## src/sv/lfss_pkg.sv

```systemverilog
// Shared types and constants for the line-follower steering sequencer.
// No dependencies; imported by the controller, the datapath and the top level.
`default_nettype none

package lfss_pkg;

   // Field and register widths
   localparam int SensorW  = 4;
   localparam int SteerW   = 9;
   localparam int SpeedW   = 10;
   localparam int TurnW    = 8;
   localparam int CsrIdxW  = 3;
   localparam int CsrDataW = 10;

   // Speed divider: numerator is base * (limit - |turn|), 20 bits
   localparam int NumW     = 2 * SpeedW;
   localparam int DivSteps = NumW;
   localparam int DivCntW  = $clog2(DivSteps);

   // Register indexes
   localparam logic [CsrIdxW-1:0] CSR_FINE_TURN   = 3'd0;
   localparam logic [CsrIdxW-1:0] CSR_BIG_TURN    = 3'd1;
   localparam logic [CsrIdxW-1:0] CSR_SPIN_TURN   = 3'd2;
   localparam logic [CsrIdxW-1:0] CSR_BASE_SPEED  = 3'd3;
   localparam logic [CsrIdxW-1:0] CSR_SPEED_LIMIT = 3'd4;
   localparam logic [CsrIdxW-1:0] CSR_SPIN_TICKS  = 3'd5;

   // Register reset values
   localparam logic [TurnW-1:0]  FINE_TURN_RST   = 8'd15;
   localparam logic [TurnW-1:0]  BIG_TURN_RST    = 8'd65;
   localparam logic [TurnW-1:0]  SPIN_TURN_RST   = 8'd80;
   localparam logic [SpeedW-1:0] BASE_SPEED_RST  = 10'd300;
   localparam logic [SpeedW-1:0] SPEED_LIMIT_RST = 10'd400;
   localparam logic [TurnW-1:0]  SPIN_TICKS_RST  = 8'd20;

   // Sensor patterns with a special meaning
   localparam logic [SensorW-1:0] PAT_CROSSING  = 4'b0000;
   localparam logic [SensorW-1:0] PAT_ALL_BLACK = 4'b1111;

   // Figure-eight sequencer phases
   typedef enum logic [2:0] {
      PH_IDLE            = 3'd0,
      PH_FIRST_RIGHT     = 3'd1,
      PH_FIRST_WAIT      = 3'd2,
      PH_FIRST_LEFT      = 3'd3,
      PH_WAIT_LEFT_ANGLE = 3'd4,
      PH_SECOND_LEFT     = 3'd5,
      PH_SECOND_WAIT     = 3'd6,
      PH_SECOND_RIGHT    = 3'd7
   } seq_phase_type;

   // Segment progress codes
   localparam logic [1:0] SEG_NONE  = 2'd0;
   localparam logic [1:0] SEG_FIRST = 2'd1;
   localparam logic [1:0] SEG_BOTH  = 2'd2;

   // Controller states
   typedef enum logic [1:0] {
      ST_IDLE = 2'd0,
      ST_MUL  = 2'd1,
      ST_DIV  = 2'd2,
      ST_DONE = 2'd3
   } ctrl_state_type;

   // Controller to datapath commands
   typedef struct packed {
      logic load;      // take the sensor item, run the sequencer
      logic mul;       // form the speed numerator
      logic div_step;  // one restoring-division step
      logic out_load;  // move the finished result to the output register
   } ctrl_cmd_type;

   // Datapath to controller status
   typedef struct packed {
      logic div_last;  // current step is the final division step
   } dp_status_type;

endpackage

`default_nettype wire

```

## src/sv/lfss_ctrl.sv

```systemverilog
// Controller for the steering sequencer: handshake and step sequencing.
// Depends on lfss_pkg; drives lfss_datapath through ctrl_cmd_type.
`default_nettype none

module lfss_ctrl (
   input  wire                     clock,
   input  wire                     reset,
   input  wire                     req_valid,
   output logic                    req_ready,
   output logic                    rsp_valid,
   input  wire                     rsp_ready,
   input  lfss_pkg::dp_status_type status,
   output lfss_pkg::ctrl_cmd_type  cmd
);
   import lfss_pkg::*;

   ctrl_state_type state_ff, state_in;
   logic           rsp_valid_ff, rsp_valid_in;

   // State and output-valid registers
   always_ff @(posedge clock) begin
      if (reset) begin
         state_ff     <= ST_IDLE;
         rsp_valid_ff <= 1'b0;
      end else begin
         state_ff     <= state_in;
         rsp_valid_ff <= rsp_valid_in;
      end
   end

   // Next state and commands
   always_comb begin
      state_in     = state_ff;
      cmd          = '0;
      rsp_valid_in = rsp_valid_ff && !rsp_ready;
      case (state_ff)
         ST_IDLE: begin
            if (req_valid) begin
               cmd.load = 1'b1;
               state_in = ST_MUL;
            end
         end
         ST_MUL: begin
            cmd.mul  = 1'b1;
            state_in = ST_DIV;
         end
         ST_DIV: begin
            cmd.div_step = 1'b1;
            if (status.div_last) state_in = ST_DONE;
         end
         ST_DONE: begin
            // output register free, or emptied by a transfer this cycle
            if (!rsp_valid_ff || rsp_ready) begin
               cmd.out_load = 1'b1;
               rsp_valid_in = 1'b1;
               state_in     = ST_IDLE;
            end
         end
         default: state_in = ST_IDLE;
      endcase
   end

   assign req_ready = (state_ff == ST_IDLE);
   assign rsp_valid = rsp_valid_ff;

   // Checks
   a_load_then_mul: assert property (@(posedge clock) disable iff (reset)
      cmd.load |=> state_ff == ST_MUL)
      else $error("load not followed by multiply");

   a_div_ends: assert property (@(posedge clock) disable iff (reset)
      (state_ff == ST_DIV && status.div_last) |=> state_ff == ST_DONE)
      else $error("division did not end after last step");

   a_out_load_valid: assert property (@(posedge clock) disable iff (reset)
      cmd.out_load |=> rsp_valid_ff)
      else $error("result loaded but not presented");

endmodule

`default_nettype wire

```

## src/sv/lfss_datapath.sv

```systemverilog
// Datapath: registers, figure-eight sequencer, pattern table, speed divider.
// Depends on lfss_pkg; sequenced by lfss_ctrl.
`default_nettype none

module lfss_datapath (
   input  wire                                 clock,
   input  wire                                 reset,
   input  wire                                 csr_write_en,
   input  wire  [lfss_pkg::CsrIdxW-1:0]        csr_index,
   input  wire  [lfss_pkg::CsrDataW-1:0]       csr_write_data,
   input  wire  [lfss_pkg::SensorW-1:0]        req_sensor_bits,
   input  lfss_pkg::ctrl_cmd_type              cmd,
   output lfss_pkg::dp_status_type             status,
   output logic signed [lfss_pkg::SteerW-1:0]  rsp_steer_diff,
   output logic [lfss_pkg::SpeedW-1:0]         rsp_forward_speed,
   output logic                                rsp_stop_request,
   output logic                                rsp_integral_scale_pulse,
   output logic                                rsp_line_seen,
   output logic                                rsp_sequencer_idle
);
   import lfss_pkg::*;

   // Configuration registers
   logic [TurnW-1:0]  fine_turn_ff, big_turn_ff, spin_turn_ff, spin_ticks_ff;
   logic [SpeedW-1:0] base_speed_ff, speed_limit_ff;

   always_ff @(posedge clock) begin
      if (reset) begin
         fine_turn_ff   <= FINE_TURN_RST;
         big_turn_ff    <= BIG_TURN_RST;
         spin_turn_ff   <= SPIN_TURN_RST;
         base_speed_ff  <= BASE_SPEED_RST;
         speed_limit_ff <= SPEED_LIMIT_RST;
         spin_ticks_ff  <= SPIN_TICKS_RST;
      end else if (csr_write_en) begin
         case (csr_index)
            CSR_FINE_TURN:   fine_turn_ff   <= csr_write_data[TurnW-1:0];
            CSR_BIG_TURN:    big_turn_ff    <= csr_write_data[TurnW-1:0];
            CSR_SPIN_TURN:   spin_turn_ff   <= csr_write_data[TurnW-1:0];
            CSR_BASE_SPEED:  base_speed_ff  <= csr_write_data[SpeedW-1:0];
            CSR_SPEED_LIMIT: speed_limit_ff <= csr_write_data[SpeedW-1:0];
            CSR_SPIN_TICKS:  spin_ticks_ff  <= csr_write_data[TurnW-1:0];
            default: ;
         endcase
      end
   end

   // Sequencer and steering state
   seq_phase_type            phase_ff, phase_in;
   logic [1:0]               seg_ff, seg_in;
   logic [TurnW-1:0]         timer_ff, timer_in;
   logic signed [SteerW-1:0] held_ff, prev_ff;

   // Per-item results waiting for the divider
   logic signed [SteerW-1:0] steer_ff, steer_in;
   logic [TurnW-1:0]         mag_ff, mag_in;
   logic                     zero_ff, zero_in;
   logic                     stop_ff, stop_in;
   logic                     pulse_ff, pulse_in;
   logic                     line_ff, line_in;
   logic                     idle_ff, idle_in;
   logic signed [SteerW-1:0] turn_sel;

   // Sequencer step and pattern table for one tick
   always_comb begin
      logic                     active;
      logic signed [SteerW-1:0] spin_pos;
      logic signed [SteerW-1:0] spin_val;
      logic signed [SteerW-1:0] abs_turn;
      logic [SensorW-1:0]       s;

      s        = req_sensor_bits;
      phase_in = phase_ff;
      seg_in   = seg_ff;
      timer_in = timer_ff;
      active   = 1'b0;
      pulse_in = 1'b0;
      stop_in  = 1'b0;
      spin_pos = signed'({1'b0, spin_turn_ff});
      spin_val = '0;

      // first segment: right-angle pattern starts a right spin
      if (phase_in == PH_IDLE && seg_in == SEG_NONE && (s == 4'b1000 || s == 4'b1100)) begin
         phase_in = PH_FIRST_RIGHT;
         timer_in = '0;
      end
      if (phase_in == PH_FIRST_RIGHT) begin
         active   = 1'b1;
         spin_val = -spin_pos;
         timer_in = timer_in + 8'd1;
         if (timer_in >= spin_ticks_ff) begin
            timer_in = '0;
            phase_in = PH_FIRST_WAIT;
            pulse_in = 1'b1;
         end
      end else if (phase_in == PH_FIRST_WAIT && s == PAT_CROSSING) begin
         phase_in = PH_FIRST_LEFT;
         timer_in = '0;
      end
      if (phase_in == PH_FIRST_LEFT) begin
         active   = 1'b1;
         spin_val = spin_pos;
         timer_in = timer_in + 8'd1;
         if (timer_in >= spin_ticks_ff) begin
            timer_in = '0;
            phase_in = PH_WAIT_LEFT_ANGLE;
            seg_in   = SEG_FIRST;
            pulse_in = 1'b1;
         end
      end

      // second segment: left-angle pattern starts a left spin
      if (phase_in == PH_WAIT_LEFT_ANGLE && seg_in == SEG_FIRST &&
          (s == 4'b0001 || s == 4'b0011)) begin
         phase_in = PH_SECOND_LEFT;
         timer_in = '0;
      end
      if (phase_in == PH_SECOND_LEFT) begin
         active   = 1'b1;
         spin_val = spin_pos;
         timer_in = timer_in + 8'd1;
         if (timer_in >= spin_ticks_ff) begin
            timer_in = '0;
            phase_in = PH_SECOND_WAIT;
            pulse_in = 1'b1;
         end
      end else if (phase_in == PH_SECOND_WAIT && s == PAT_CROSSING) begin
         phase_in = PH_SECOND_RIGHT;
         timer_in = '0;
      end
      if (phase_in == PH_SECOND_RIGHT) begin
         active   = 1'b1;
         spin_val = -spin_pos;
         timer_in = timer_in + 8'd1;
         if (timer_in >= spin_ticks_ff) begin
            timer_in = '0;
            phase_in = PH_IDLE;
            seg_in   = SEG_BOTH;
            pulse_in = 1'b1;
         end
      end

      // pattern table
      case (s) inside
         4'b0010, 4'b1011: turn_sel = signed'({1'b0, fine_turn_ff});
         4'b0100, 4'b1101: turn_sel = -signed'({1'b0, fine_turn_ff});
         4'b1110:          turn_sel = -signed'({1'b0, big_turn_ff});
         PAT_ALL_BLACK:    turn_sel = held_ff;
         4'b0001, 4'b0011, 4'b0111, 4'b1000, 4'b1010, 4'b1100: turn_sel = prev_ff;
         default:          turn_sel = '0;
      endcase
      if (s == PAT_CROSSING && phase_in == PH_IDLE && !active) stop_in = 1'b1;

      abs_turn = turn_sel[SteerW-1] ? -turn_sel : turn_sel;
      mag_in   = abs_turn[TurnW-1:0];

      // spin overrides steering; speed forced to zero in the listed cases
      steer_in = active ? spin_val : turn_sel;
      zero_in  = active || (s == PAT_CROSSING && phase_in == PH_IDLE) ||
                 ({2'b00, mag_in} >= speed_limit_ff);
      line_in  = (s != PAT_CROSSING) && (s != PAT_ALL_BLACK);
      idle_in  = (phase_in == PH_IDLE);
   end

   // Sequencer state update on each accepted tick
   always_ff @(posedge clock) begin
      if (reset) begin
         phase_ff <= PH_IDLE;
         seg_ff   <= SEG_NONE;
         timer_ff <= '0;
         held_ff  <= '0;
         prev_ff  <= '0;
      end else if (cmd.load) begin
         phase_ff <= phase_in;
         seg_ff   <= seg_in;
         timer_ff <= timer_in;
         prev_ff  <= steer_in;
         if (req_sensor_bits != PAT_ALL_BLACK) held_ff <= turn_sel;
      end
   end

   // Pending result fields
   always_ff @(posedge clock) begin
      if (cmd.load) begin
         steer_ff <= steer_in;
         mag_ff   <= mag_in;
         zero_ff  <= zero_in;
         stop_ff  <= stop_in;
         pulse_ff <= pulse_in;
         line_ff  <= line_in;
         idle_ff  <= idle_in;
      end
   end

   // Speed: restoring division of base*(limit-mag) by limit, one bit a step
   logic [NumW-1:0]    num_ff;
   logic [SpeedW-1:0]  rem_ff;
   logic [DivCntW-1:0] div_cnt_ff;
   logic [SpeedW:0]    rem_sh;
   logic [SpeedW+1:0]  trial;
   logic [SpeedW-1:0]  span;

   assign span   = speed_limit_ff - {2'b00, mag_ff};
   assign rem_sh = {rem_ff, num_ff[NumW-1]};
   assign trial  = {1'b0, rem_sh} - {2'b00, speed_limit_ff};

   always_ff @(posedge clock) begin
      if (cmd.mul) begin
         num_ff     <= base_speed_ff * span;
         rem_ff     <= '0;
         div_cnt_ff <= '0;
      end else if (cmd.div_step) begin
         div_cnt_ff <= div_cnt_ff + 1'b1;
         if (!trial[SpeedW+1]) begin
            rem_ff <= trial[SpeedW-1:0];
            num_ff <= {num_ff[NumW-2:0], 1'b1};
         end else begin
            rem_ff <= rem_sh[SpeedW-1:0];
            num_ff <= {num_ff[NumW-2:0], 1'b0};
         end
      end
   end

   assign status.div_last = (div_cnt_ff == DivCntW'(DivSteps - 1));

   // Output register
   always_ff @(posedge clock) begin
      if (cmd.out_load) begin
         rsp_steer_diff           <= steer_ff;
         rsp_forward_speed        <= zero_ff ? '0 : num_ff[SpeedW-1:0];
         rsp_stop_request         <= stop_ff;
         rsp_integral_scale_pulse <= pulse_ff;
         rsp_line_seen            <= line_ff;
         rsp_sequencer_idle       <= idle_ff;
      end
   end

   // Checks
   a_done_stays_idle: assert property (@(posedge clock) disable iff (reset)
      seg_ff == SEG_BOTH |-> phase_ff == PH_IDLE)
      else $error("sequencer left idle after both segments");

   a_fresh_timer: assert property (@(posedge clock) disable iff (reset)
      (phase_ff == PH_IDLE && seg_ff == SEG_NONE) |-> timer_ff == '0)
      else $error("spin timer nonzero before first spin");

   a_mul_clears_cnt: assert property (@(posedge clock) disable iff (reset)
      cmd.mul |=> div_cnt_ff == '0)
      else $error("division counter not cleared");

endmodule

`default_nettype wire

```

## src/sv/line_follower_steering_sequencer.sv

```systemverilog
// Top level of the line-follower steering sequencer.
// Depends on lfss_pkg, lfss_ctrl and lfss_datapath.
//
//   channel  handshake              payload
//   req      req_valid/req_ready    req_sensor_bits
//   rsp      rsp_valid/rsp_ready    rsp_steer_diff, rsp_forward_speed, flags
//   csr      csr_write_en           csr_index, csr_write_data
//
// Each tick holds the block until its result is loaded: the transfer cycle runs the sequencer
// and pattern table, then come the speed multiply, the bit-serial divider and the load of the
// output register. The result is offered in the same cycle that the next tick can be taken.
// Reset is synchronous; the control, configuration and sequencer registers return to their defaults.
// A result waiting in the output register does not stop the next tick from
// being taken; only its final load waits for the register to empty.
`default_nettype none

module line_follower_steering_sequencer (
   input  wire                                 clock,
   input  wire                                 reset,
   input  wire                                 csr_write_en,
   input  wire  [lfss_pkg::CsrIdxW-1:0]        csr_index,
   input  wire  [lfss_pkg::CsrDataW-1:0]       csr_write_data,
   input  wire                                 req_valid,
   output logic                                req_ready,
   input  wire  [lfss_pkg::SensorW-1:0]        req_sensor_bits,
   output logic                                rsp_valid,
   input  wire                                 rsp_ready,
   output logic signed [lfss_pkg::SteerW-1:0]  rsp_steer_diff,
   output logic [lfss_pkg::SpeedW-1:0]         rsp_forward_speed,
   output logic                                rsp_stop_request,
   output logic                                rsp_integral_scale_pulse,
   output logic                                rsp_line_seen,
   output logic                                rsp_sequencer_idle
);
   import lfss_pkg::*;

   ctrl_cmd_type  cmd;
   dp_status_type status;

   lfss_ctrl u_ctrl (
      .clock     (clock),
      .reset     (reset),
      .req_valid (req_valid),
      .req_ready (req_ready),
      .rsp_valid (rsp_valid),
      .rsp_ready (rsp_ready),
      .status    (status),
      .cmd       (cmd)
   );

   lfss_datapath u_datapath (
      .clock                    (clock),
      .reset                    (reset),
      .csr_write_en             (csr_write_en),
      .csr_index                (csr_index),
      .csr_write_data           (csr_write_data),
      .req_sensor_bits          (req_sensor_bits),
      .cmd                      (cmd),
      .status                   (status),
      .rsp_steer_diff           (rsp_steer_diff),
      .rsp_forward_speed        (rsp_forward_speed),
      .rsp_stop_request         (rsp_stop_request),
      .rsp_integral_scale_pulse (rsp_integral_scale_pulse),
      .rsp_line_seen            (rsp_line_seen),
      .rsp_sequencer_idle       (rsp_sequencer_idle)
   );

endmodule

`default_nettype wire
```

## config.mk

```make
export PLATFORM = sky130hd
export DESIGN_NAME = line_follower_steering_sequencer
export DESIGN_NICKNAME = d
export VERILOG_FILES = /design/src/sv/lfss_pkg.sv /design/src/sv/lfss_ctrl.sv /design/src/sv/lfss_datapath.sv /design/src/sv/line_follower_steering_sequencer.sv
export SDC_FILE = /design/constraint.sdc
export NUM_CORES = 1
export LEC_CHECK = 0
export BUFFER_PORTS_ARGS = -buffer_cell sky130_fd_sc_hd__buf_2
export CORE_ASPECT_RATIO = 0.75
export CORE_MARGIN = 5
export CORE_UTILIZATION = 55
export DETAILED_ROUTE_END_ITERATION = 16
export GPL_TIMING_DRIVEN = 0
export MAX_ROUTING_LAYER = met4
export PLACE_DENSITY = 0.8
export SYNTH_ARGS = -nofsm -noshare
export SYNTH_HDL_FRONTEND = slang
export SYNTH_SLANG_ARGS = --single-unit
```

## constraint.sdc

```tcl
create_clock -name clock -period 38.4 [get_ports clock]
set_input_delay 7.68 -clock clock [delete_from_list [all_inputs] [get_ports clock]]
set_output_delay 7.68 -clock clock [all_outputs]
set_load 0.02 [all_outputs]
```

# [Word-level counts from Yosys, hierarchy flattened]
# Index checks and enable logic that the tools add are counted.
[classes] addsub=11 mul=1 magnitude_cmp=5 eq_ne=33 n_mux=68 n_reduce_logical=37
[ops] cell="$mux 8" count=13
[ops] cell="$mux 9" count=10
[ops] cell="$mux 20" count=2
[ops] cell="$mux 3" count=12
[ops] cell="$add 8x1->8 const B" count=4
[ops] cell="$ge 8x8->1" count=4
[ops] cell="$eq 4x4->1 const B" count=7
[ops] cell="$neg 8->9" count=3
[ops] cell="$mux 1" count=22
[ops] cell="$mul 10x10->20" count=1
[ops] cell="$eq 3x3->1 const B" count=6
[ops] cell="$mux 2" count=7
[ops] cell="$reduce_and 2->1" count=7
[ops] cell="$eq 3x2->1 const B" count=4
[ops] cell="$sub 11x10->12" count=1
[ops] cell="$ge 8x10->1" count=1
[ops] cell="$logic_and 1x1->1" count=10
[ops] cell="$mux 10" count=1
[ops] cell="$sub 10x8->10" count=1
[ops] cell="$logic_not 3->1" count=3
[ops] cell="$eq 4x2->1 const B" count=2
[ops] cell="$eq 4x3->1 const B" count=2
[ops] cell="$neg 8->8" count=1
[ops] cell="$pmux 2 s4" count=1
[ops] cell="18 further kinds" count=30
[word_totals] regBits=166 input_bits=22 out_inout_bits=25 wordCells=184

# [Depth between registers and ports, before layout]
# Gate-level depths: netlist (run 1).
[logic_depth] ltp_word=28 ltp_mapped=56 ltp_nobuf=51

# [Modules after synthesis]
# A second synthesis (run 1) with hierarchy kept.
[hier_totals] cells_unflattened=1556 hier_area_um2=13570.5
[by_module_without_submodules] mod="lfss_datapath" n_inst=1 cells_per_inst=1533 area_per_inst_um2=13357.8
[by_module_without_submodules] mod="lfss_ctrl" n_inst=1 cells_per_inst=23 area_per_inst_um2=212.7

# [Worst setup path before layout (run 1)]
# No wires, ideal clock.
[synth_timing] path_kind="input to register" start="in req_sensor_bits[0] in the netlist's numbering" end="reg u_datapath.timer_ff[7]" setup_ns=0.088 arrival_time_ns=18.197 t_required_ns=38.312 path_slack_ns=20.114 path_stages=48 path_buffers=4 cell_sequence="or4b_4 > or3_1 > buf_2 > and2_1 > ha_1 > xor2_1 > ha_1 > a2111oi_0 > or3_1 > clkbuf_1 > clkbuf_1 > a21oi_1 > nor2_1 > ha_1 > and4_1 > buf_4 > nand2_1 > xor2_1 > [12 not listed] > ha_1 > o21a_1 > o21ai_0 > o21ai_0 > a21oi_1 > nand2b_1 > o21ai_0 > ha_1 > ha_1 > a21o_1 > a21o_1 > a21o_1 > a21o_1 > a21o_1 > a21o_1 > a21o_1 > or4b_1 > a311oi_2"
[synth_between] elab_chain_len=24
[synth_rtl] element="start: declaration" line_no="line_follower_steering_sequencer.sv:25" rtl="input wire [lfss_pkg::SensorW-1:0] req_sensor_bits,"
[synth_rtl] element="$eq 4x4->1" line_no="lfss_datapath.sv:83" rtl="if (phase_in == PH_IDLE && seg_in == SEG_NONE && (s == 4'b1000 || s == 4'b1100)) begin"
[synth_rtl] element="$logic_or 1x1->1" line_no="lfss_datapath.sv:83"
[synth_rtl] element="$logic_and 1x1->1" line_no="lfss_datapath.sv:83"
[synth_rtl] element="$mux 8 / $mux 3 (equally long branches)" line_no="lfss_datapath.sv:83"
[synth_rtl] element="$add 8x1->8 / $eq 3x2->1 (equally long branches)" line_no="lfss_datapath.sv:90, lfss_datapath.sv:96"
[synth_rtl] element="$ge 8x8->1 / $logic_and 1x1->1 (equally long branches)" line_no="lfss_datapath.sv:91, lfss_datapath.sv:96"
[synth_rtl] element="$mux 8 (on tied branches)" line_no="lfss_datapath.sv:91, lfss_datapath.sv:96"
[synth_rtl] element="$mux 8" line_no="lfss_datapath.sv:87" rtl="if (phase_in == PH_FIRST_RIGHT) begin"
[synth_rtl] element="[8 not listed]"
[synth_rtl] element="$add 8x1->8 / $eq 3x3->1 (equally long branches)" line_no="lfss_datapath.sv:121, lfss_datapath.sv:127"
[synth_rtl] element="$ge 8x8->1 / $logic_and 1x1->1 (equally long branches)" line_no="lfss_datapath.sv:122, lfss_datapath.sv:127"
[synth_rtl] element="$mux 8 (on tied branches)" line_no="lfss_datapath.sv:122, lfss_datapath.sv:127"
[synth_rtl] element="$mux 8" line_no="lfss_datapath.sv:118" rtl="if (phase_in == PH_SECOND_LEFT) begin"
[synth_rtl] element="$add 8x1->8" line_no="lfss_datapath.sv:134" rtl="timer_in = timer_in + 8'd1;"
[synth_rtl] element="$ge 8x8->1" line_no="lfss_datapath.sv:135" rtl="if (timer_in >= spin_ticks_ff) begin"
[synth_rtl] element="$mux 8" line_no="lfss_datapath.sv:135"
[synth_rtl] element="$mux 8 (*)" line_no="lfss_datapath.sv:131" rtl="if (phase_in == PH_SECOND_RIGHT) begin"
[synth_rtl] element="end signal: assignment" line_no="lfss_datapath.sv:176" rtl="timer_ff <= timer_in;"
[synth_rtl] element="end: declaration" line_no="lfss_datapath.sv:51" rtl="logic [TurnW-1:0] timer_ff, timer_in;"
# Mark *: on every way between the ends. The rest lies on a longest branch, timed or not.
# A chain may end at the register's enable or synchronous reset.

# [Worst setup path after layout (run 1)]
[layout_timing] start="in req_sensor_bits[0] in the netlist's numbering" end="reg u_datapath.timer_ff[0]"
# Same word-level chain as after synthesis.

==> run summary, run 1 <==
The run finished with clean final reports. The area of the die came out at 27990 µm². The worst setup path is captured at a flop.

The worst endpoint required time is 38750 ps. The total leakage power came out at 6.337 nW. The area of combinational cells with multiple inputs came out at 8884 µm². The tightest min-delay check is of the flop to flop type. The overall power consumption came out at 1.351 mW. STA classifies the critical path startpoint as an input port. The flip-flop and latch count after synthesis is between 150 and 200. The TritonCTS clock tree is done. The core outline area came out at ~24000 µm². The synthesis-to-finish area growth is 8.967%. The number of inserted diodes is 0. The hold path startpoint is u_datapath.steer_ff[0]. The number of library cell types mapped by synthesis is between 80 and 90. The number of hold buffers added after CTS was 0. The placed wire-length estimate after detailed placement came out at about 29000 µm.

The delay of the slowest cell on the worst path is 630 ps. The final critical path takes up 54.60% of the cycle. The length of the first detailed-routing pass in iterations came out at 6. The total routing usage reported by global routing came out at between 20% and 30%.

The total power per unit cell area is slightly above 90 nW/µm². In this run the vertical extent of the chip is 146.1 µm. The standard-cell row count is 49. After synthesis, the mean cell area works out to approximately 8.7 µm². The post-layout net count came out at 1843. The number of top-level pins came out at 47.

The clock-pin slew on the worst setup and hold paths came out at 70 ps. The number of cells on the worst hold path is 0. The via count of the first global-routing pass came out at 10950. The number of design rule violations left after detail routing came out at 0.

The final-layout fill cell count is 2082. The initial core utilization came out at 56.27%. The number of CTS-inserted buffers is 17. The count of buffers added on input and output ports is 43. The number of setup buffers added after CTS is 0. For this run, the number of Yosys warnings is 0. The count of mapped cells out of synthesis is 1568. The clock insertion delay at the later pin of the skew report is 450 ps.

Timing would allow up to 47.70 MHz. The async set-reset flop share out of synthesis is 0%. The number of failing setup endpoints in the final timing report came out at 0. The arrival time reported for the critical path endpoint is about 21000 ps. Among the stages of the critical path, the cell type that occurs most often is sky130_fd_sc_hd__ha_1.

The total overflow left after global routing is 0. The most area-hungry cell type in the Yosys netlist is sky130_fd_sc_hd__dfxtp_1. In this run, synthesis inferred 65 flip-flops with an integrated enable. Leaving out fill and tap cells, the most frequent cell in the layout is sky130_fd_sc_hd__nand2_1.

The clock sink count is between 150 and 200. The number of DRC violations after detailed-routing iteration 0 is 1431. The top cell type by area accounts for 14.88% of the synthesized area. In this run the worst path has a maximum fanout of 10. The global-route wire length before repair is 59620 µm. Counting cells, the worst reg-to-reg path comes to 52. The post-route netlist has 7.908% of its cells at a drive strength greater than 1. The count of nets left with antenna violations once routing finished came out at 0. The maximum VDD drop is 0.0001281 V. The placer congestion estimate came out at 0.9748. Clock tree synthesis selected as its root buffer the cell sky130_fd_sc_hd__clkbuf_16. The final wirelength is 37290 µm. The minimum period implied by the final worst setup slack came out at 20970 ps.

The relative slew slack came out at about 18%. The actual transition at the worst max-transition pin came out at 1228 ps. Ranked by total cell area, the synthesized netlist is headed by sky130_fd_sc_hd__dfxtp_1, sky130_fd_sc_hd__edfxtp_1, sky130_fd_sc_hd__ha_1, sky130_fd_sc_hd__fa_1, sky130_fd_sc_hd__nand2_1.

Setup repair after global routing left no endpoint under its margin. The worst-case clock skew is 14.52 ps. Of the synthesized area, sequential elements account for between 20% and 30%. For the final routed database, the setup TNS stands at 0 ps. The final-report max-slew violation count is 0. The worst setup path is of the input port to flop kind. The number of buffers on the longest clock path came out at 2. The worst register-to-register path ends at u_datapath.timer_ff[0]. Across the run, the number of max-cap violations was 0. After detailed routing, the average wire length per cell comes to 18.88 µm. The number of failing hold endpoints at the final stage is 0.

Across the whole layout, storage elements account for 3974 µm². The post-cts gate resize count is 0. The number of nets in the synthesized netlist is ~1800. The initial antenna violation count was 0. The maximum level of the CTS H-tree came out at 4. The worst-case register-to-register setup slack is 24400 ps. The startpoint identified for the worst register-to-register timing path is u_datapath.phase_ff[1]. The dominant register cell in the synthesized netlist is sky130_fd_sc_hd__dfxtp_1.

The slowest stage of the critical path belongs to the cell sky130_fd_sc_hd__o21ai_0. The largest net degree at the start of global routing is 32. The path with the worst hold slack has its endpoint at u_datapath.rsp_steer_diff[0]. The area of the mapped netlist came out at roughly 14000 µm².

The total vias in the final route is 11920. The x dimension of the die is 191.5 µm. In the layout the commonest cells are sky130_fd_sc_hd__nand2_1, sky130_fd_sc_hd__inv_1, sky130_fd_sc_hd__nor2_1, sky130_fd_sc_hd__ha_1, sky130_fd_sc_hd__dfxtp_1.

After detailed routing, the number of vias per cell comes to between 6 and 7.
## cell families (layout without fill, tap and decap cells)
kind of cell	after synthesis	in the layout	synth area share (%)
AND/OR/NAND/NOR	601	601	21.21
flip-flops	166	166	29.24
XOR/XNOR	65	65	4.188
multiplexers	30	30	2.366
AO/OA/AOI/OAI	322	322	16.55
buffers and inverters	194	270	5.422
adder cells (fa/ha/maj)	190	190	21.03
## cell type report
type                            count  area share [%]
Buffer                             60           1.588
Clock buffer                       19           2.991
Clock inverter                     13          0.8870
Inverter                          134           3.396
Multi-Input combinational cell   1208           59.98
Sequential cell                   166           26.83
Tap cell                          331           2.796
Timing Repair Buffer               44           1.529
## critical path: cells and delay by family
family,cells,cell delay (ps)
AOI/OAI and AO/OA,18,5360
xor gates and xnor gates,4,770
adders and majority gates,8,2520
buffers and inverters,7,1170
and+or+nand+nor,15,3780
## report_power, final
group	internal (mW)	total, mW	switching (mW)
sequential	0.240	0.262	0.0219
combinational	0.389	0.921	0.532
clock	0.0881	0.168	0.0802
## metrics by stage
| stage | instance area, µm² | util [%] | std cells | setup WS, ps | hold slack (ps) |
|---|---|---|---|---|---|
| 6_report | 14810 | 61.31 | 1975 | 17430 | 419.9 |
| 5_1_grt | 14810 | 61.31 | 1975 | 16520 | 423.3 |
| 4_1_cts | 14810 | 61.31 | 1975 | 17920 | 421.0 |
| 3_5_place_dp | 14240 | 58.94 | 1943 | 17510 | 404.5 |
| 3_3_place_gp | 14220 | 58.87 | 1942 | 17840 | 404.8 |
| 2_1_floorplan | 13590 | - | 1568 | 20110 | 400.3 |
## metal layers
metal	vias to the layer above	routed length (µm)	track usage [%]
met5	-	0	-
met4	0	485	5.061
met3	53	4670	6.348
met2	648	14290	35.10
met1	5622	17850	44.26
li1	5594	-	-
## synth_stat cells, types with 13 or more instances
cell,instances
sky130_fd_sc_hd__a221oi_1,15
sky130_fd_sc_hd__ha_1,126
sky130_fd_sc_hd__mux2_2,17
sky130_fd_sc_hd__a21oi_1,94
sky130_fd_sc_hd__nand2b_1,24
sky130_fd_sc_hd__inv_1,133
sky130_fd_sc_hd__dfxtp_1,101
sky130_fd_sc_hd__a21o_1,23
sky130_fd_sc_hd__nand2_1,227
sky130_fd_sc_hd__nand3b_1,17
sky130_fd_sc_hd__clkbuf_1,52
sky130_fd_sc_hd__or3_1,14
sky130_fd_sc_hd__nand3_1,32
sky130_fd_sc_hd__nor2b_1,38
sky130_fd_sc_hd__xnor2_1,43
sky130_fd_sc_hd__fa_1,64
sky130_fd_sc_hd__nor2_1,131
sky130_fd_sc_hd__mux2i_1,13
sky130_fd_sc_hd__nor3_1,27
sky130_fd_sc_hd__a211oi_1,27
sky130_fd_sc_hd__edfxtp_1,65
sky130_fd_sc_hd__and2_1,43
sky130_fd_sc_hd__xor2_1,22
sky130_fd_sc_hd__a31oi_1,14
sky130_fd_sc_hd__o21ai_0,37
## sequential cells by signal (all words and copies together) (netlist names), 9 cells and up
name	cells
u_datapath.num_ff	20
u_datapath.base_speed_ff	10
u_datapath.rem_ff	10
u_datapath.rsp_forward_speed	10
u_datapath.speed_limit_ff	10
u_datapath.held_ff	9
u_datapath.prev_ff	9
u_datapath.rsp_steer_diff	9
u_datapath.steer_ff	9
## worst max-delay path by stage
stage / from / cells past startpoint / to
3_3_place_gp: req_sensor_bits[0] / 51 / u_datapath.timer_ff[0]
4_1_cts: req_sensor_bits[0] / 50 / u_datapath.timer_ff[0]
2_1_floorplan: req_sensor_bits[0] / 48 / u_datapath.timer_ff[7]
6_report: req_sensor_bits[0] / 52 / u_datapath.timer_ff[0]
5_1_grt: req_sensor_bits[0] / 50 / u_datapath.timer_ff[0]
3_5_place_dp: req_sensor_bits[0] / 51 / u_datapath.timer_ff[0]
(Power assumes the default switching activity.)
==> run 2: changes to the inputs <==
ABC_AREA = 1   (was not set)
PLACE_DENSITY = 0.83   (was 0.8)
clock period = 18.8 ns   (was 38.4 ns; I/O delays follow)
==> run summary, run 2 <==
The run finished with clean final reports. The area growth from synthesis to layout is 9.152%. The final-layout fill cell count came to 2120 (+1.8%). The minimum period implied by the final worst setup slack came out at around 13000 ps. The per-cell routed wire length was 16.75 µm (-11%). sky130_fd_sc_hd__dfxtp_1 takes more of the synthesized area than any other cell.

The mean area per synthesized cell was 7.554 µm² (-13%). Leaving out fill and tap cells, the most frequent cell in the layout is sky130_fd_sc_hd__nand2_1. The post-cts gate resize count came out at 0 (unchanged). The worst setup path is of the input port to flop kind. The final worst-path cycle share is 71.53%. The worst endpoint required time is 18970 ps (-19780 ps). The clock-pin slew on the worst setup and hold paths is 70 ps (about the same).

The clock sink count came to 166 (unchanged). The fraction of synthesized cell area in xor and xnor cells came to 2.311% (-1.9 points). The internal power component was 1.383 mW (+93%). The max capacitance violation total came to 0 (unchanged). The final wirelength came out at 37000 µm (-0.78%). The initial antenna violation count came out at 1 (+1). The buffer count from post-CTS setup fixing came out at 0 (unchanged).

STA classifies the critical path startpoint as an input port. The placer congestion estimate was 0.9771 (+0.24%). The flip-flop and latch count after synthesis is 166 (unchanged). The x dimension of the die was 191.5 µm (about the same). The maximum level of the CTS H-tree came out at 4 (unchanged). The final-report max-slew violation count is 0 (unchanged). The async set-reset flop share out of synthesis came out at 0% (unchanged). The maximum fanout along the worst path is 10 (unchanged). The post-layout net count is 2076 (+13%).

The sequential group share of total power was 19.1% (-0.3 points). The arrival time reported for the critical path endpoint came to 13610 ps (-7710 ps). The total vias in the final route is 12320 (+3.3%). The total routing usage reported by global routing was 27.49% (-0.12 points). The number of CTS-inserted buffers came out at 17 (unchanged). The most common cell in the netlist is sky130_fd_sc_hd__nand2_1. The switching share of power came out at 50.31% (+3.4 points).

The sequential standard cell area is 3974 µm² (unchanged). The worst setup path is captured at a flop. The portion of synthesized cell area occupied by the leading cell type came out at 14.88% (about the same).

The cell at the root of the clock tree is sky130_fd_sc_hd__clkbuf_16. The relative slew slack is 35.77% (+18 points). The proportion of synthesized chip area in sequential cells came out at 29.24% (about the same). The maximum VDD drop came out at 0.0002338 V (+82%). On the critical path, the stage with the largest delay is an instance of sky130_fd_sc_hd__a211oi_1.

The number of library cell types mapped by synthesis came out at 60 (-26%). TritonCTS built the clock tree. The total power per unit cell area is 187.6 nW/µm² (+110%).

The number of top-level pins is 47 (unchanged). The yosys synthesis warning count was 0 (unchanged). The number of buffers on the longest clock path came to 2 (unchanged). Leaving out fill and tap cells, the most frequent cells in the layout are sky130_fd_sc_hd__nand2_1, sky130_fd_sc_hd__inv_1, sky130_fd_sc_hd__nor2_1, sky130_fd_sc_hd__a21oi_1, sky130_fd_sc_hd__o21ai_0.

The average via count per standard cell came out at 5.575 (-7.6%). The core outline area was 24160 µm² (unchanged). The remaining antenna violation count came out at 0 (unchanged). The largest net degree at the start of global routing came out at 32 (unchanged). The count of mapped cells out of synthesis is 1799 (+15%). The total global routing overflow came to 0 (unchanged). The via count of the first global-routing pass is 11850 (+8.2%). The cell that appears most often on the critical path is sky130_fd_sc_hd__nand2_1. The global-route wire length before repair is 60220 µm (+1.0%). The path class of the tightest hold or removal check is flop to flop. The height of the chip came to 146.1 µm (about the same). The number of failing setup endpoints in the final timing report is 0 (unchanged). The share of synthesized cell area in full adder, half adder and majority cells is 21.03% (about the same). The number of enable flip-flop cells after synthesis came out at 65 (unchanged). The quantity of hold-fixing buffers added after cts is 0 (unchanged). The switching component of the power came to 1.400 mW (+120%).

The flip-flop count of the largest register, all copies and words added came out at 20 (unchanged). The clock insertion delay at the later pin of the skew report is 440 ps (about the same). Setup repair after global routing left no endpoint under its margin. The initial core utilization came out at 56.26% (about the same). The synthesized net count was 2011 (+13%). The worst-case clock skew is 9.220 ps (-5.303 ps). The share of synthesized area spent on multiplexers is 0% (-2.4 points). The worst slack at placement came out at 5138 ps (-12370 ps). The placed wire-length estimate after detailed placement came out at 28820 µm (-0.61%). The final-layout setup total negative slack came out at 0 ps (unchanged). The number of design rule violations left after detail routing is 0 (unchanged). Ranked by instance count, the synthesized netlist is headed by sky130_fd_sc_hd__nand2_1, sky130_fd_sc_hd__inv_1, sky130_fd_sc_hd__nor2_1. The length of the first detailed-routing pass in iterations came out at 5 (-1). The area of the die is 27980 µm² (about the same). The worst setup margin came to 5353 ps (-12080 ps).

The delay of the slowest cell on the worst path was 280 ps (-350 ps). Ranked by total cell area, the synthesized netlist is headed by sky130_fd_sc_hd__dfxtp_1, sky130_fd_sc_hd__edfxtp_1, sky130_fd_sc_hd__ha_1, sky130_fd_sc_hd__fa_1, sky130_fd_sc_hd__nand2_1. After synthesis, the largest family of logic cells by area is simple AND/OR/NAND/NOR gates. The standard-cell row count is 49 (unchanged). The number of DRC violations after detailed-routing iteration 0 was 1369 (-4.3%). The layout cell share with drive strength beyond 1 is 9.643% (+1.7 points).

The simple-gate share of the synthesized area is 22.21% (+1.0 points). The share of the core filled with cells is 61.41% (+0.093 points). The clock power share is 12.6% (about the same). The total leakage power is 7.280 nW (+15%). The count of input and output buffers was 46 (+7.0%). The number of failing hold endpoints at the final stage came to 0 (unchanged). The fraction of the mapped netlist area in compound gates came out at 14.72% (-1.8 points). The area of the mapped netlist was 13590 µm² (about the same). The dominant register cell in the synthesized netlist is sky130_fd_sc_hd__dfxtp_1.

The area of combinational cells with multiple inputs was 8202 µm² (-7.7%). The maximum clock rate is ~74 MHz. The logic gate share of total power is 68.3% (about the same). The actual transition at the worst max-transition pin is 961.4 ps (-266.6 ps). The register with the most flip-flops in the final layout is u_datapath.num_ff.
-- run 2: layer usage --
| layer | vias to the layer above | track usage, % | routed length (µm) |
|---|---|---|---|
| met5 | - | - | 0 |
| met4 | 0 | 7.251 | 779 |
| met3 | 72 | 6.038 | 3791 |
| met2 | 532 | 39.01 | 15760 |
| met1 | 5740 | 39.85 | 16660 |
| li1 | 5972 | - | - |
-- run 2: cell type report --
cell class                      instances  share of cell area, %
Antenna cell                            1                0.01687
Buffer                                 42                  1.307
Clock buffer                           17                  2.868
Clock inverter                         15                  1.071
Inverter                              328                  8.309
Multi-Input combinational cell       1263                  55.29
Sequential cell                       166                  26.79
Tap cell                              331                  2.792
Timing Repair Buffer                   46                  1.552
-- run 2: power by group through the flow --
stage	registers, mW	clock network [mW]	logic (mW)
6_report	0.530	0.352	1.90
5_1_grt	0.537	0.372	2.17
4_1_cts	0.529	0.352	1.88
3_5_place_dp	0.537	0	1.83
3_3_place_gp	0.535	0	1.79
2_1_floorplan	0.532	0	1.43
-- run 2: worst paths after layout --
path	startpoint	depth (start not counted)	slack, ps	end
setup reg to reg	u_datapath.phase_ff[0]	72	8420	u_datapath.zero_ff
setup / recovery	req_sensor_bits[1]	72	5350	u_datapath.zero_ff
hold / removal	u_datapath.line_ff	0	420	u_datapath.rsp_line_seen
hold reg to reg	u_datapath.line_ff	0	420	u_datapath.rsp_line_seen
-- run 2: through the flow --
stage / hold WS, ps / area (µm²) / total power, mW / cells
2_1_floorplan: 400.3 / 13590 / 1.963 / 1799
5_1_grt: 434.6 / 14830 / 3.077 / 2209
6_report: 421.5 / 14830 / 2.782 / 2209
3_3_place_gp: 401.2 / 14230 / 2.328 / 2176
4_1_cts: 421.4 / 14830 / 2.764 / 2208
3_5_place_dp: 405.5 / 14250 / 2.371 / 2176
-- run 2: kinds of logic (layout without fill, tap and decap cells) --
kind of cell,after synthesis,in the layout
adders and majority gates,190,190
buffers and inverters,370,448
AOI/OAI and AO/OA,358,358
DFF,166,166
xor gates and xnor gates,35,35
and+or+nand+nor,680,680
other,0,1
-- run 2: critical path: cells and delay by family --
kind            cells  cell delay [ps]
compound gates     10             1570
xor+xnor            1              160
fa+ha+maj           8             1770
buf+inv            14             1380
simple gates       39             4860
